--- src/rtl/assembler_source_byte_normalizer_top_macros.svh ---
// Assertion macros shared by the source byte normalizer RTL
`ifndef ASSEMBLER_SOURCE_BYTE_NORMALIZER_TOP_MACROS_SVH
`define ASSEMBLER_SOURCE_BYTE_NORMALIZER_TOP_MACROS_SVH

// same-cycle implication, clocked on clk, off during reset
`define ASBN_ASSERT_IMP(label, ante, cons, msg) \
	label: assert property (@(posedge clk) disable iff (!arst_n) (ante) |-> (cons)) \
		else $error(msg);

// next-cycle implication, clocked on clk, off during reset
`define ASBN_ASSERT_NXT(label, ante, cons, msg) \
	label: assert property (@(posedge clk) disable iff (!arst_n) (ante) |=> (cons)) \
		else $error(msg);

`endif

--- src/rtl/asbn_pkg.sv ---
// Package: types and constants of the source byte normalizer
`default_nettype none

package asbn_pkg;

	localparam int LINE_BITS_DEF   = 24;
	localparam int QUEUE_DEPTH_DEF = 4;
	localparam int SLOTS           = 3;

	localparam logic [7:0] BYTE_NUL    = 8'd0;
	localparam logic [7:0] BYTE_TAB    = 8'd9;
	localparam logic [7:0] BYTE_LF     = 8'd10;
	localparam logic [7:0] BYTE_CR     = 8'd13;
	localparam logic [7:0] BYTE_SPACE  = 8'd32;
	localparam logic [7:0] CHAR_HASH   = 8'h23;
	localparam logic [7:0] CHAR_SLASH  = 8'h2f;
	localparam logic [7:0] CHAR_COLON  = 8'h3a;
	localparam logic [7:0] CHAR_SEMI   = 8'h3b;
	localparam logic [7:0] CHAR_RBRACE = 8'h7d;

	typedef logic [23:0] line_count_t;

	typedef enum logic [2:0] {
		KIND_CHAR = 3'd0,
		KIND_EOS  = 3'd1,
		KIND_SOL  = 3'd2,
		KIND_EOB  = 3'd3,
		KIND_EOF  = 3'd4
	} kind_t;

	typedef struct packed {
		kind_t       kind;
		logic [7:0]  ch;
		logic        ill;
		line_count_t line;
	} slot_t;

	// all results of one accepted input, oldest in slot 0
	typedef struct packed {
		slot_t [SLOTS-1:0] slot;
		logic  [1:0]       num;
	} bundle_t;

endpackage

`default_nettype wire

--- src/rtl/assembler_source_byte_normalizer_top.sv ---
// Top level of the assembler source byte normalizer
//
// Input channel: push/full queue. A source byte or an end-of-file marker
// (is_end) is taken on a rising edge with push high and full low.
// Result channel: empty/pop queue. The oldest result is on kind, out_char,
// illegal, line_count and last while empty is low; pop takes it.
// Each input gives zero to three results; last marks the final one.
// The results of a taken input are written to the queue as one bundle.
// Throughput: one input per cycle while full is low; an input with n results
// needs n pops on the result side, and the bundle queue (QUEUE_DEPTH inputs)
// absorbs such bursts before full rises.
// Inputs that give no result (blanks in a run, comment text) never occupy
// the queue.
// Reset clears the scan state to start of file, the line count to one and
// empties the queue. If the receiver stops popping, results pile up in the
// queue and full rises once it holds QUEUE_DEPTH bundles; nothing is lost.
`default_nettype none

module assembler_source_byte_normalizer_top #(
	parameter int LINE_BITS   = asbn_pkg::LINE_BITS_DEF,
	parameter int QUEUE_DEPTH = asbn_pkg::QUEUE_DEPTH_DEF
) (
	input  wire logic        clk,
	input  wire logic        arst_n,
	input  wire logic        push,
	output      logic        full,
	input  wire logic [7:0]  src_byte,
	input  wire logic        is_end,
	output      logic        empty,
	input  wire logic        pop,
	output      logic [2:0]  kind,
	output      logic [7:0]  out_char,
	output      logic        illegal,
	output      logic [23:0] line_count,
	output      logic        last
);

	logic              q_push, q_pop, q_empty;
	asbn_pkg::bundle_t q_wdata, q_head;

	asbn_front #(
		.LINE_BITS(LINE_BITS)
	) u_front (
		.clk     (clk),
		.arst_n  (arst_n),
		.push    (push),
		.q_full  (full),
		.src_byte(src_byte),
		.is_end  (is_end),
		.q_push  (q_push),
		.q_data  (q_wdata)
	);

	asbn_queue #(
		.DEPTH(QUEUE_DEPTH)
	) u_queue (
		.clk    (clk),
		.arst_n (arst_n),
		.wr     (q_push),
		.wr_data(q_wdata),
		.rd     (q_pop),
		.full   (full),
		.empty  (q_empty),
		.head   (q_head)
	);

	asbn_back u_back (
		.clk       (clk),
		.arst_n    (arst_n),
		.q_empty   (q_empty),
		.q_head    (q_head),
		.q_pop     (q_pop),
		.pop       (pop),
		.empty     (empty),
		.kind      (kind),
		.out_char  (out_char),
		.illegal   (illegal),
		.line_count(line_count),
		.last      (last)
	);

endmodule

`default_nettype wire

--- src/rtl/asbn_front.sv ---
// Front end: scan state, line counter and per-byte result bundles
`default_nettype none

module asbn_front #(
	parameter int LINE_BITS = asbn_pkg::LINE_BITS_DEF
) (
	input  wire logic              clk,
	input  wire logic              arst_n,
	input  wire logic              push,
	input  wire logic              q_full,
	input  wire logic [7:0]        src_byte,
	input  wire logic              is_end,
	output      logic              q_push,
	output      asbn_pkg::bundle_t q_data
);

	`include "assembler_source_byte_normalizer_top_macros.svh"

	typedef enum logic [5:0] {
		M_SOF     = 6'b000001,
		M_NORMAL  = 6'b000010,
		M_BLANKS  = 6'b000100,
		M_COMMENT = 6'b001000,
		M_CRSEEN  = 6'b010000,
		M_SLASH   = 6'b100000
	} mode_t;

	mode_t                mode_q, nxt_mode, cls_mode;
	logic [LINE_BITS-1:0] cnt_q, nxt_cnt, cnt_inc;
	asbn_pkg::line_count_t line_cur, line_inc;
	asbn_pkg::slot_t      cls_a, cls_b, a, b, slash_s, eos_s, eof_s;
	logic                 cls_av, cls_bv, pv, av, bv, use_cls, blank, accept;

	assign accept   = push && !q_full;
	assign cnt_inc  = (&cnt_q) ? cnt_q : cnt_q + 1'b1;
	assign line_cur = asbn_pkg::line_count_t'(cnt_q);
	assign line_inc = asbn_pkg::line_count_t'(cnt_inc);
	assign blank    = (src_byte == asbn_pkg::BYTE_TAB) || (src_byte == asbn_pkg::BYTE_SPACE);

	assign slash_s = '{asbn_pkg::KIND_CHAR, asbn_pkg::CHAR_SLASH, 1'b0, line_cur};
	assign eos_s   = '{asbn_pkg::KIND_EOS, 8'd0, 1'b0, line_cur};
	assign eof_s   = '{asbn_pkg::KIND_EOF, 8'd0, 1'b0, line_cur};

	always_comb begin
		cls_av   = 1'b1;
		cls_a    = '{asbn_pkg::KIND_CHAR, src_byte, 1'b0, line_cur};
		cls_bv   = 1'b0;
		cls_b    = eos_s;
		cls_mode = M_NORMAL;
		if (src_byte == asbn_pkg::BYTE_NUL) begin
			cls_a.ill = 1'b1;
		end else if (blank) begin
			cls_a.ch = asbn_pkg::BYTE_SPACE;
			cls_mode = M_BLANKS;
		end else if (src_byte == asbn_pkg::BYTE_LF || src_byte == asbn_pkg::BYTE_CR) begin
			cls_a  = eos_s;
			cls_bv = 1'b1;
			cls_b  = '{asbn_pkg::KIND_SOL, 8'd0, 1'b0, line_inc};
			if (src_byte == asbn_pkg::BYTE_CR)
				cls_mode = M_CRSEEN;
		end else if (src_byte == asbn_pkg::CHAR_RBRACE) begin
			cls_a  = eos_s;
			cls_bv = 1'b1;
			cls_b  = '{asbn_pkg::KIND_EOB, 8'd0, 1'b0, line_cur};
		end else if (src_byte == asbn_pkg::CHAR_SLASH) begin
			cls_av   = 1'b0;
			cls_mode = M_SLASH;
		end else if (src_byte == asbn_pkg::CHAR_SEMI) begin
			cls_a    = eos_s;
			cls_mode = M_COMMENT;
		end else if (src_byte == asbn_pkg::CHAR_COLON) begin
			cls_a = eos_s;
		end
	end

	always_comb begin
		pv       = 1'b0;
		av       = 1'b0;
		bv       = 1'b0;
		a        = eos_s;
		b        = eof_s;
		use_cls  = 1'b0;
		nxt_mode = mode_q;
		nxt_cnt  = cnt_q;
		if (is_end) begin
			pv       = (mode_q == M_SLASH);
			av       = 1'b1;
			bv       = 1'b1;
			nxt_mode = M_SOF;
			nxt_cnt  = LINE_BITS'(1);
		end else begin
			case (mode_q)
				M_SOF: begin
					if (src_byte == asbn_pkg::CHAR_HASH) begin
						av       = 1'b1;
						nxt_mode = M_COMMENT;
					end else begin
						use_cls = 1'b1;
					end
				end
				M_BLANKS: use_cls = !blank;
				M_COMMENT: begin
					use_cls = (src_byte == asbn_pkg::BYTE_LF) ||
					          (src_byte == asbn_pkg::BYTE_CR);
				end
				M_CRSEEN: begin
					if (src_byte == asbn_pkg::BYTE_LF)
						nxt_mode = M_NORMAL;
					else
						use_cls = 1'b1;
				end
				M_SLASH: begin
					if (src_byte == asbn_pkg::CHAR_SLASH) begin
						av       = 1'b1;
						nxt_mode = M_COMMENT;
					end else begin
						pv      = 1'b1;
						use_cls = 1'b1;
					end
				end
				default: use_cls = 1'b1;
			endcase
			if (use_cls) begin
				av       = cls_av;
				a        = cls_a;
				bv       = cls_bv;
				b        = cls_b;
				nxt_mode = cls_mode;
				if (cls_bv && cls_b.kind == asbn_pkg::KIND_SOL)
					nxt_cnt = cnt_inc;
			end
		end
	end

	always_comb begin
		q_data.slot[0] = pv ? slash_s : a;
		q_data.slot[1] = pv ? a : b;
		q_data.slot[2] = b;
		q_data.num     = {1'b0, pv} + {1'b0, av} + {1'b0, bv};
	end

	assign q_push = accept && (q_data.num != 2'd0);

	always_ff @(posedge clk or negedge arst_n) begin
		if (!arst_n) begin
			mode_q <= M_SOF;
			cnt_q  <= LINE_BITS'(1);
		end else if (accept) begin
			mode_q <= nxt_mode;
			cnt_q  <= nxt_cnt;
		end
	end

	`ASBN_ASSERT_IMP(a_line_nonzero, 1'b1, cnt_q != '0, "line counter reached zero")
	`ASBN_ASSERT_NXT(a_end_restarts, accept && is_end, mode_q == M_SOF && cnt_q == LINE_BITS'(1), "end of file did not restart the scan")

endmodule

`default_nettype wire

--- src/rtl/asbn_queue.sv ---
// Short bundle queue between front end and result sequencer
`default_nettype none

module asbn_queue #(
	parameter int DEPTH = asbn_pkg::QUEUE_DEPTH_DEF
) (
	input  wire logic              clk,
	input  wire logic              arst_n,
	input  wire logic              wr,
	input  wire asbn_pkg::bundle_t wr_data,
	input  wire logic              rd,
	output      logic              full,
	output      logic              empty,
	output      asbn_pkg::bundle_t head
);

	`include "assembler_source_byte_normalizer_top_macros.svh"

	localparam int PtrW = (DEPTH > 1) ? $clog2(DEPTH) : 1;
	localparam int CntW = $clog2(DEPTH + 1);

	asbn_pkg::bundle_t mem [DEPTH];
	logic [PtrW-1:0]   wr_ptr_q, rd_ptr_q;
	logic [CntW-1:0]   count_q;
	logic              do_wr, do_rd;

	assign full  = (count_q == CntW'(DEPTH));
	assign empty = (count_q == '0);
	assign do_wr = wr && !full;
	assign do_rd = rd && !empty;
	assign head  = mem[rd_ptr_q];

	always_ff @(posedge clk) begin
		if (do_wr)
			mem[wr_ptr_q] <= wr_data;
	end

	always_ff @(posedge clk or negedge arst_n) begin
		if (!arst_n) begin
			wr_ptr_q <= '0;
			rd_ptr_q <= '0;
			count_q  <= '0;
		end else begin
			if (do_wr)
				wr_ptr_q <= (wr_ptr_q == PtrW'(DEPTH - 1)) ? '0 : wr_ptr_q + 1'b1;
			if (do_rd)
				rd_ptr_q <= (rd_ptr_q == PtrW'(DEPTH - 1)) ? '0 : rd_ptr_q + 1'b1;
			if (do_wr && !do_rd)
				count_q <= count_q + 1'b1;
			else if (do_rd && !do_wr)
				count_q <= count_q - 1'b1;
		end
	end

	`ASBN_ASSERT_IMP(a_no_write_full, wr, !full, "write into a full queue")
	`ASBN_ASSERT_NXT(a_write_fills, do_wr && !do_rd, !empty, "queue empty after a write")

endmodule

`default_nettype wire

--- src/rtl/asbn_back.sv ---
// Result sequencer: hands out the slots of the head bundle one by one
`default_nettype none

module asbn_back (
	input  wire logic              clk,
	input  wire logic              arst_n,
	input  wire logic              q_empty,
	input  wire asbn_pkg::bundle_t q_head,
	output      logic              q_pop,
	input  wire logic              pop,
	output      logic              empty,
	output      logic [2:0]        kind,
	output      logic [7:0]        out_char,
	output      logic              illegal,
	output      logic [23:0]       line_count,
	output      logic              last
);

	`include "assembler_source_byte_normalizer_top_macros.svh"

	logic [1:0]      slot_q;
	asbn_pkg::slot_t cur;
	logic            take;

	assign cur        = q_head.slot[slot_q];
	assign empty      = q_empty;
	assign kind       = cur.kind;
	assign out_char   = cur.ch;
	assign illegal    = cur.ill;
	assign line_count = cur.line;
	assign last       = (slot_q == q_head.num - 2'd1);
	assign take       = pop && !q_empty;
	assign q_pop      = take && last;

	always_ff @(posedge clk or negedge arst_n) begin
		if (!arst_n) begin
			slot_q <= '0;
		end else if (take) begin
			slot_q <= last ? 2'd0 : slot_q + 2'd1;
		end
	end

	`ASBN_ASSERT_IMP(a_slot_in_bundle, !q_empty, slot_q < q_head.num, "slot index beyond bundle")
	`ASBN_ASSERT_IMP(a_idle_slot_zero, q_empty, slot_q == 2'd0, "slot index left over while idle")

endmodule

`default_nettype wire

--- config.mk ---
export PLATFORM = sky130hd
export DESIGN_NAME = assembler_source_byte_normalizer_top
export DESIGN_NICKNAME = d
export VERILOG_FILES = /design/src/rtl/asbn_pkg.sv /design/src/rtl/assembler_source_byte_normalizer_top.sv /design/src/rtl/asbn_front.sv /design/src/rtl/asbn_queue.sv /design/src/rtl/asbn_back.sv
export VERILOG_INCLUDE_DIRS = /design/src /design/src/rtl
export SDC_FILE = /design/constraint.sdc
export NUM_CORES = 1
export LEC_CHECK = 0
export ABC_AREA = 0
export BUFFER_PORTS_ARGS = -buffer_cell sky130_fd_sc_hd__buf_2
export CAP_MARGIN = 20
export CORE_ASPECT_RATIO = 2
export CORE_MARGIN = 5
export CORE_UTILIZATION = 45
export CTS_CLUSTER_SIZE = 12
export DETAILED_ROUTE_END_ITERATION = 12
export GPL_TIMING_DRIVEN = 0
export HOLD_SLACK_MARGIN = 0.08
export PLACE_DENSITY = 0.58
export SLEW_MARGIN = 20
export SYNTH_ARGS = -nofsm -noshare
export SYNTH_HDL_FRONTEND = slang
export SYNTH_SLANG_ARGS = --single-unit
--- constraint.sdc ---
create_clock -name clk -period 7.45 [get_ports clk]
set_input_delay 0 -clock clk [delete_from_list [all_inputs] [get_ports clk]]
set_output_delay 0 -clock clk [all_outputs]
set_load 0.01 [all_outputs]
==> run metrics <==
status completed; Final Critical Period 5020 ps; register area share after synthesis 67.8%; die width between 150 and 200 um; reg2reg path depth 17; routed length per instance approximately 26 um; Synth area leader edfxtp_1; CTS sink count around 440; Crit path max-delay family adder cells; synth top area cells edfxtp_1, mux4_2, dfrtp_1; Detail Placement HPWL ~33000 um; later-pin clock latency in the skew report approximately 550 ps; DRC viols 0; Vias/cell a little under 6; largest net degree at the start of global routing 44; vias in the first global route about 12k; setup_tns 0 ps; hold path cells 5; cell count after placement about 1.8k; crit-path most repeated cell nor2_1; initial core utilization a little under half; WL final between 40000 and 50000 um; nets@finish between 1k and 1.5k; fraction of layout cells with a size suffix above 1 18.9%; Final Non-Filler Cells 1854; area of the mapped netlist about 0.019 sq mm; post_cts resized 0; Netlist cell types 61; GRT Overall Usage between 20% and 30%; routability cong. approximately 0.93; FP Rows around 110; clock buffer depth 3; cell chosen for the clock root clkbuf_16; final number of max-transition violations 0; Synth Flop Type edfxtp_1; stages on the worst setup path 17; DR iter-0 viols 649; max_cap viols 0; cell with the most instances after synthesis edfxtp_1; CP Max Fanout 10; Final Setup Violations 0; min-delay worst type input port to flip-flop; Mean Syn Cell Area approximately 16 sq um; CTS HTree Levels 2; type of origin of the critical path flip-flop; final worst path period share between 60% and 70%; hold slack between 100 and 150 ps; unrepaired setup endpoints after global routing no; max incr delay on CP 690 ps; post-synthesis async set-or-reset flop share approximately 9.0%; final worst-path setup slack around 2400 ps; CP Buf/Inv Count 3; synth cell count leaders edfxtp_1, mux4_2, nand2_1; synthesized flop and latch total 435; Crit-path slowest cell fa_1; Mapped Cells 1182; crit end category flip-flop; antenna violations before repair 0; total CTS buffers 42; crit path kind flip-flop to flip-flop; num ports 52; core footprint 0.0418 sq mm; placed cell areas roughly 0.020 sq mm; Port Buf Inserts 49; Worst Tran Pin Value roughly 1100 ps; Worst EP required around 7900 ps; clock slew at reported path FFs approximately 60 ps; Hold Vio Cnt, Final 0; Post-synth EDFFs ~400; 1st-pass router iterations 5; syn nets 1204; Final ANT Viol Nets 0; CTS tree done; Yosys top cell area share between 60% and 70%; PD cells 376 mW/mm^2; area growth from synthesis to layout 12.9%; CP arrival approximately 5500 ps; final worst clock skew about 22 ps; gr ovfl total 0; P_leak slightly above 0.007 uW; die height 300 um; n_diodes 0; f_max 199 MHz; Ys Warns 0; finished layout cell area ~0.021 sq mm; critical-path cell list nor2b_1 -> o311ai_0 -> a221o_1 -> a211o_1 -> buf_2 -> buf_2 -> nand2_1 -> nand3_1 -> fa_1 -> nor2_1 -> nor2_1 -> ha_1 -> inv_1 -> fa_1 -> xor2_1 -> nor2_1 -> xor2_1; first-pass GRT wire length 72200 um; die area around 0.047 sq mm; peak supply drop 0.203 mV; routed via count between 10k and 15k; slew margin rel. 28.4%; dpl ws approximately 2400 ps
-- kinds of logic after synthesis --
logic type	Yosys count	share of synthesized area, %
muxes	146	14.3
xor gates and xnor gates	48	2.21
buffers and inverters	110	2.36
AOI/OAI and AO/OA	109	4.03
and+or+nand+nor	325	8.62
DFF	435	67.8
adders and majority gates	9	0.672
-- repair_timing --
item | 4_1_cts | 5_1_grt
buffers inserted | 0 | 0
hold buffers | 10 | 1
endpoints found under the hold margin | 82 | 37
-- routing by layer --
layer | routed length, um | global-route usage (%)
met1 | 17200 | 23.5
met5 | 0 | 0
met2 | 27500 | 39.9
met4 | 1570 | 7.05
met3 | 1670 | 2.37
-- per-stage QoR --
| step | total power [uW] | utilization, % |
|---|---|---|
| floorplan | 5230 | - |
| global placement | 6240 | 47.6 |
| detailed placement | 6280 | 48.2 |
| CTS | 8190 | 51.2 |
| global route | 8470 | 51.3 |
| finish | 8050 | 51.3 |
-- power by group --
part,switching (uW),internal [uW],total (uW)
Clock,842,1050,1890
Sequential,175,3260,3440
Combinational,1630,1090,2730
Total,2650,5400,8050
-- placed cells by master (no fill, tap or decap), types with 6 or more instances in the layout --
cell type      instances
nor2b_1                7
mux4_2                99
edfxtp_1             396
clkbuf_16             42
buf_2                 63
dlygate4sd3_1         11
mux2i_1               38
a311o_1               10
nor3_1                40
o211ai_1              14
or3_1                 22
nand2b_1               6
xnor2_1               44
nand2_1               73
and3_1                 8
nor4_1                 8
and2_1                 8
o21ai_0               40
a21oi_1                8
nand3_1               54
or4_1                  6
buf_16                 8
clkbuf_1              68
nand4_1               21
nor2_1                55
ha_1                   7
o311ai_0              11
dfrtp_1               37
inv_1                 22
buf_1                 12
mux2_2                 8
-- state kept, by name (all words and copies together), names as in the netlist --
name and cells:
u_queue.mem 396, u_front.cnt_q 24, u_front.mode_q 6, u_queue.count_q 3, u_back.slot_q 2, u_queue.rd_ptr_q 2
u_queue.wr_ptr_q 2
-- tightest hold or removal path, stage by stage --
cell and delay (ps):
buf_2 130, inv_1 70, nor2_1 40, o2111ai_1 130, nor2_1 100
-- area by class of cell --
| type | instances | area, sq um |
|---|---|---|
| Buffer | 87 | 369 |
| Clock inverter | 5 | 43.8 |
| Clock buffer | 59 | 1120 |
| Inverter | 23 | 86.3 |
| Timing Repair Buffer | 68 | 578 |
| Sequential cell | 435 | 12900 |
| Tap cell | 540 | 676 |
| Fill cell | 3526 | 20400 |
| Multi-Input combinational cell | 637 | 5670 |
-- worst paths after layout --
check / from / end / slack (ps)
min in group asynchronous: arst_n / u_queue.count_q[0] / 520
min reg2reg: u_queue.count_q[2] / u_queue.count_q[2] / 490
max in group asynchronous: arst_n / u_front.cnt_q[15] / 6480
max: u_front.mode_q[0] / u_queue.count_q[2] / 2430
max reg2reg: u_front.mode_q[0] / u_queue.count_q[2] / 2430
min: src_byte[1] / u_queue.mem[0][64] / 110
Note: power is estimated with default switching activity, not from simulation.
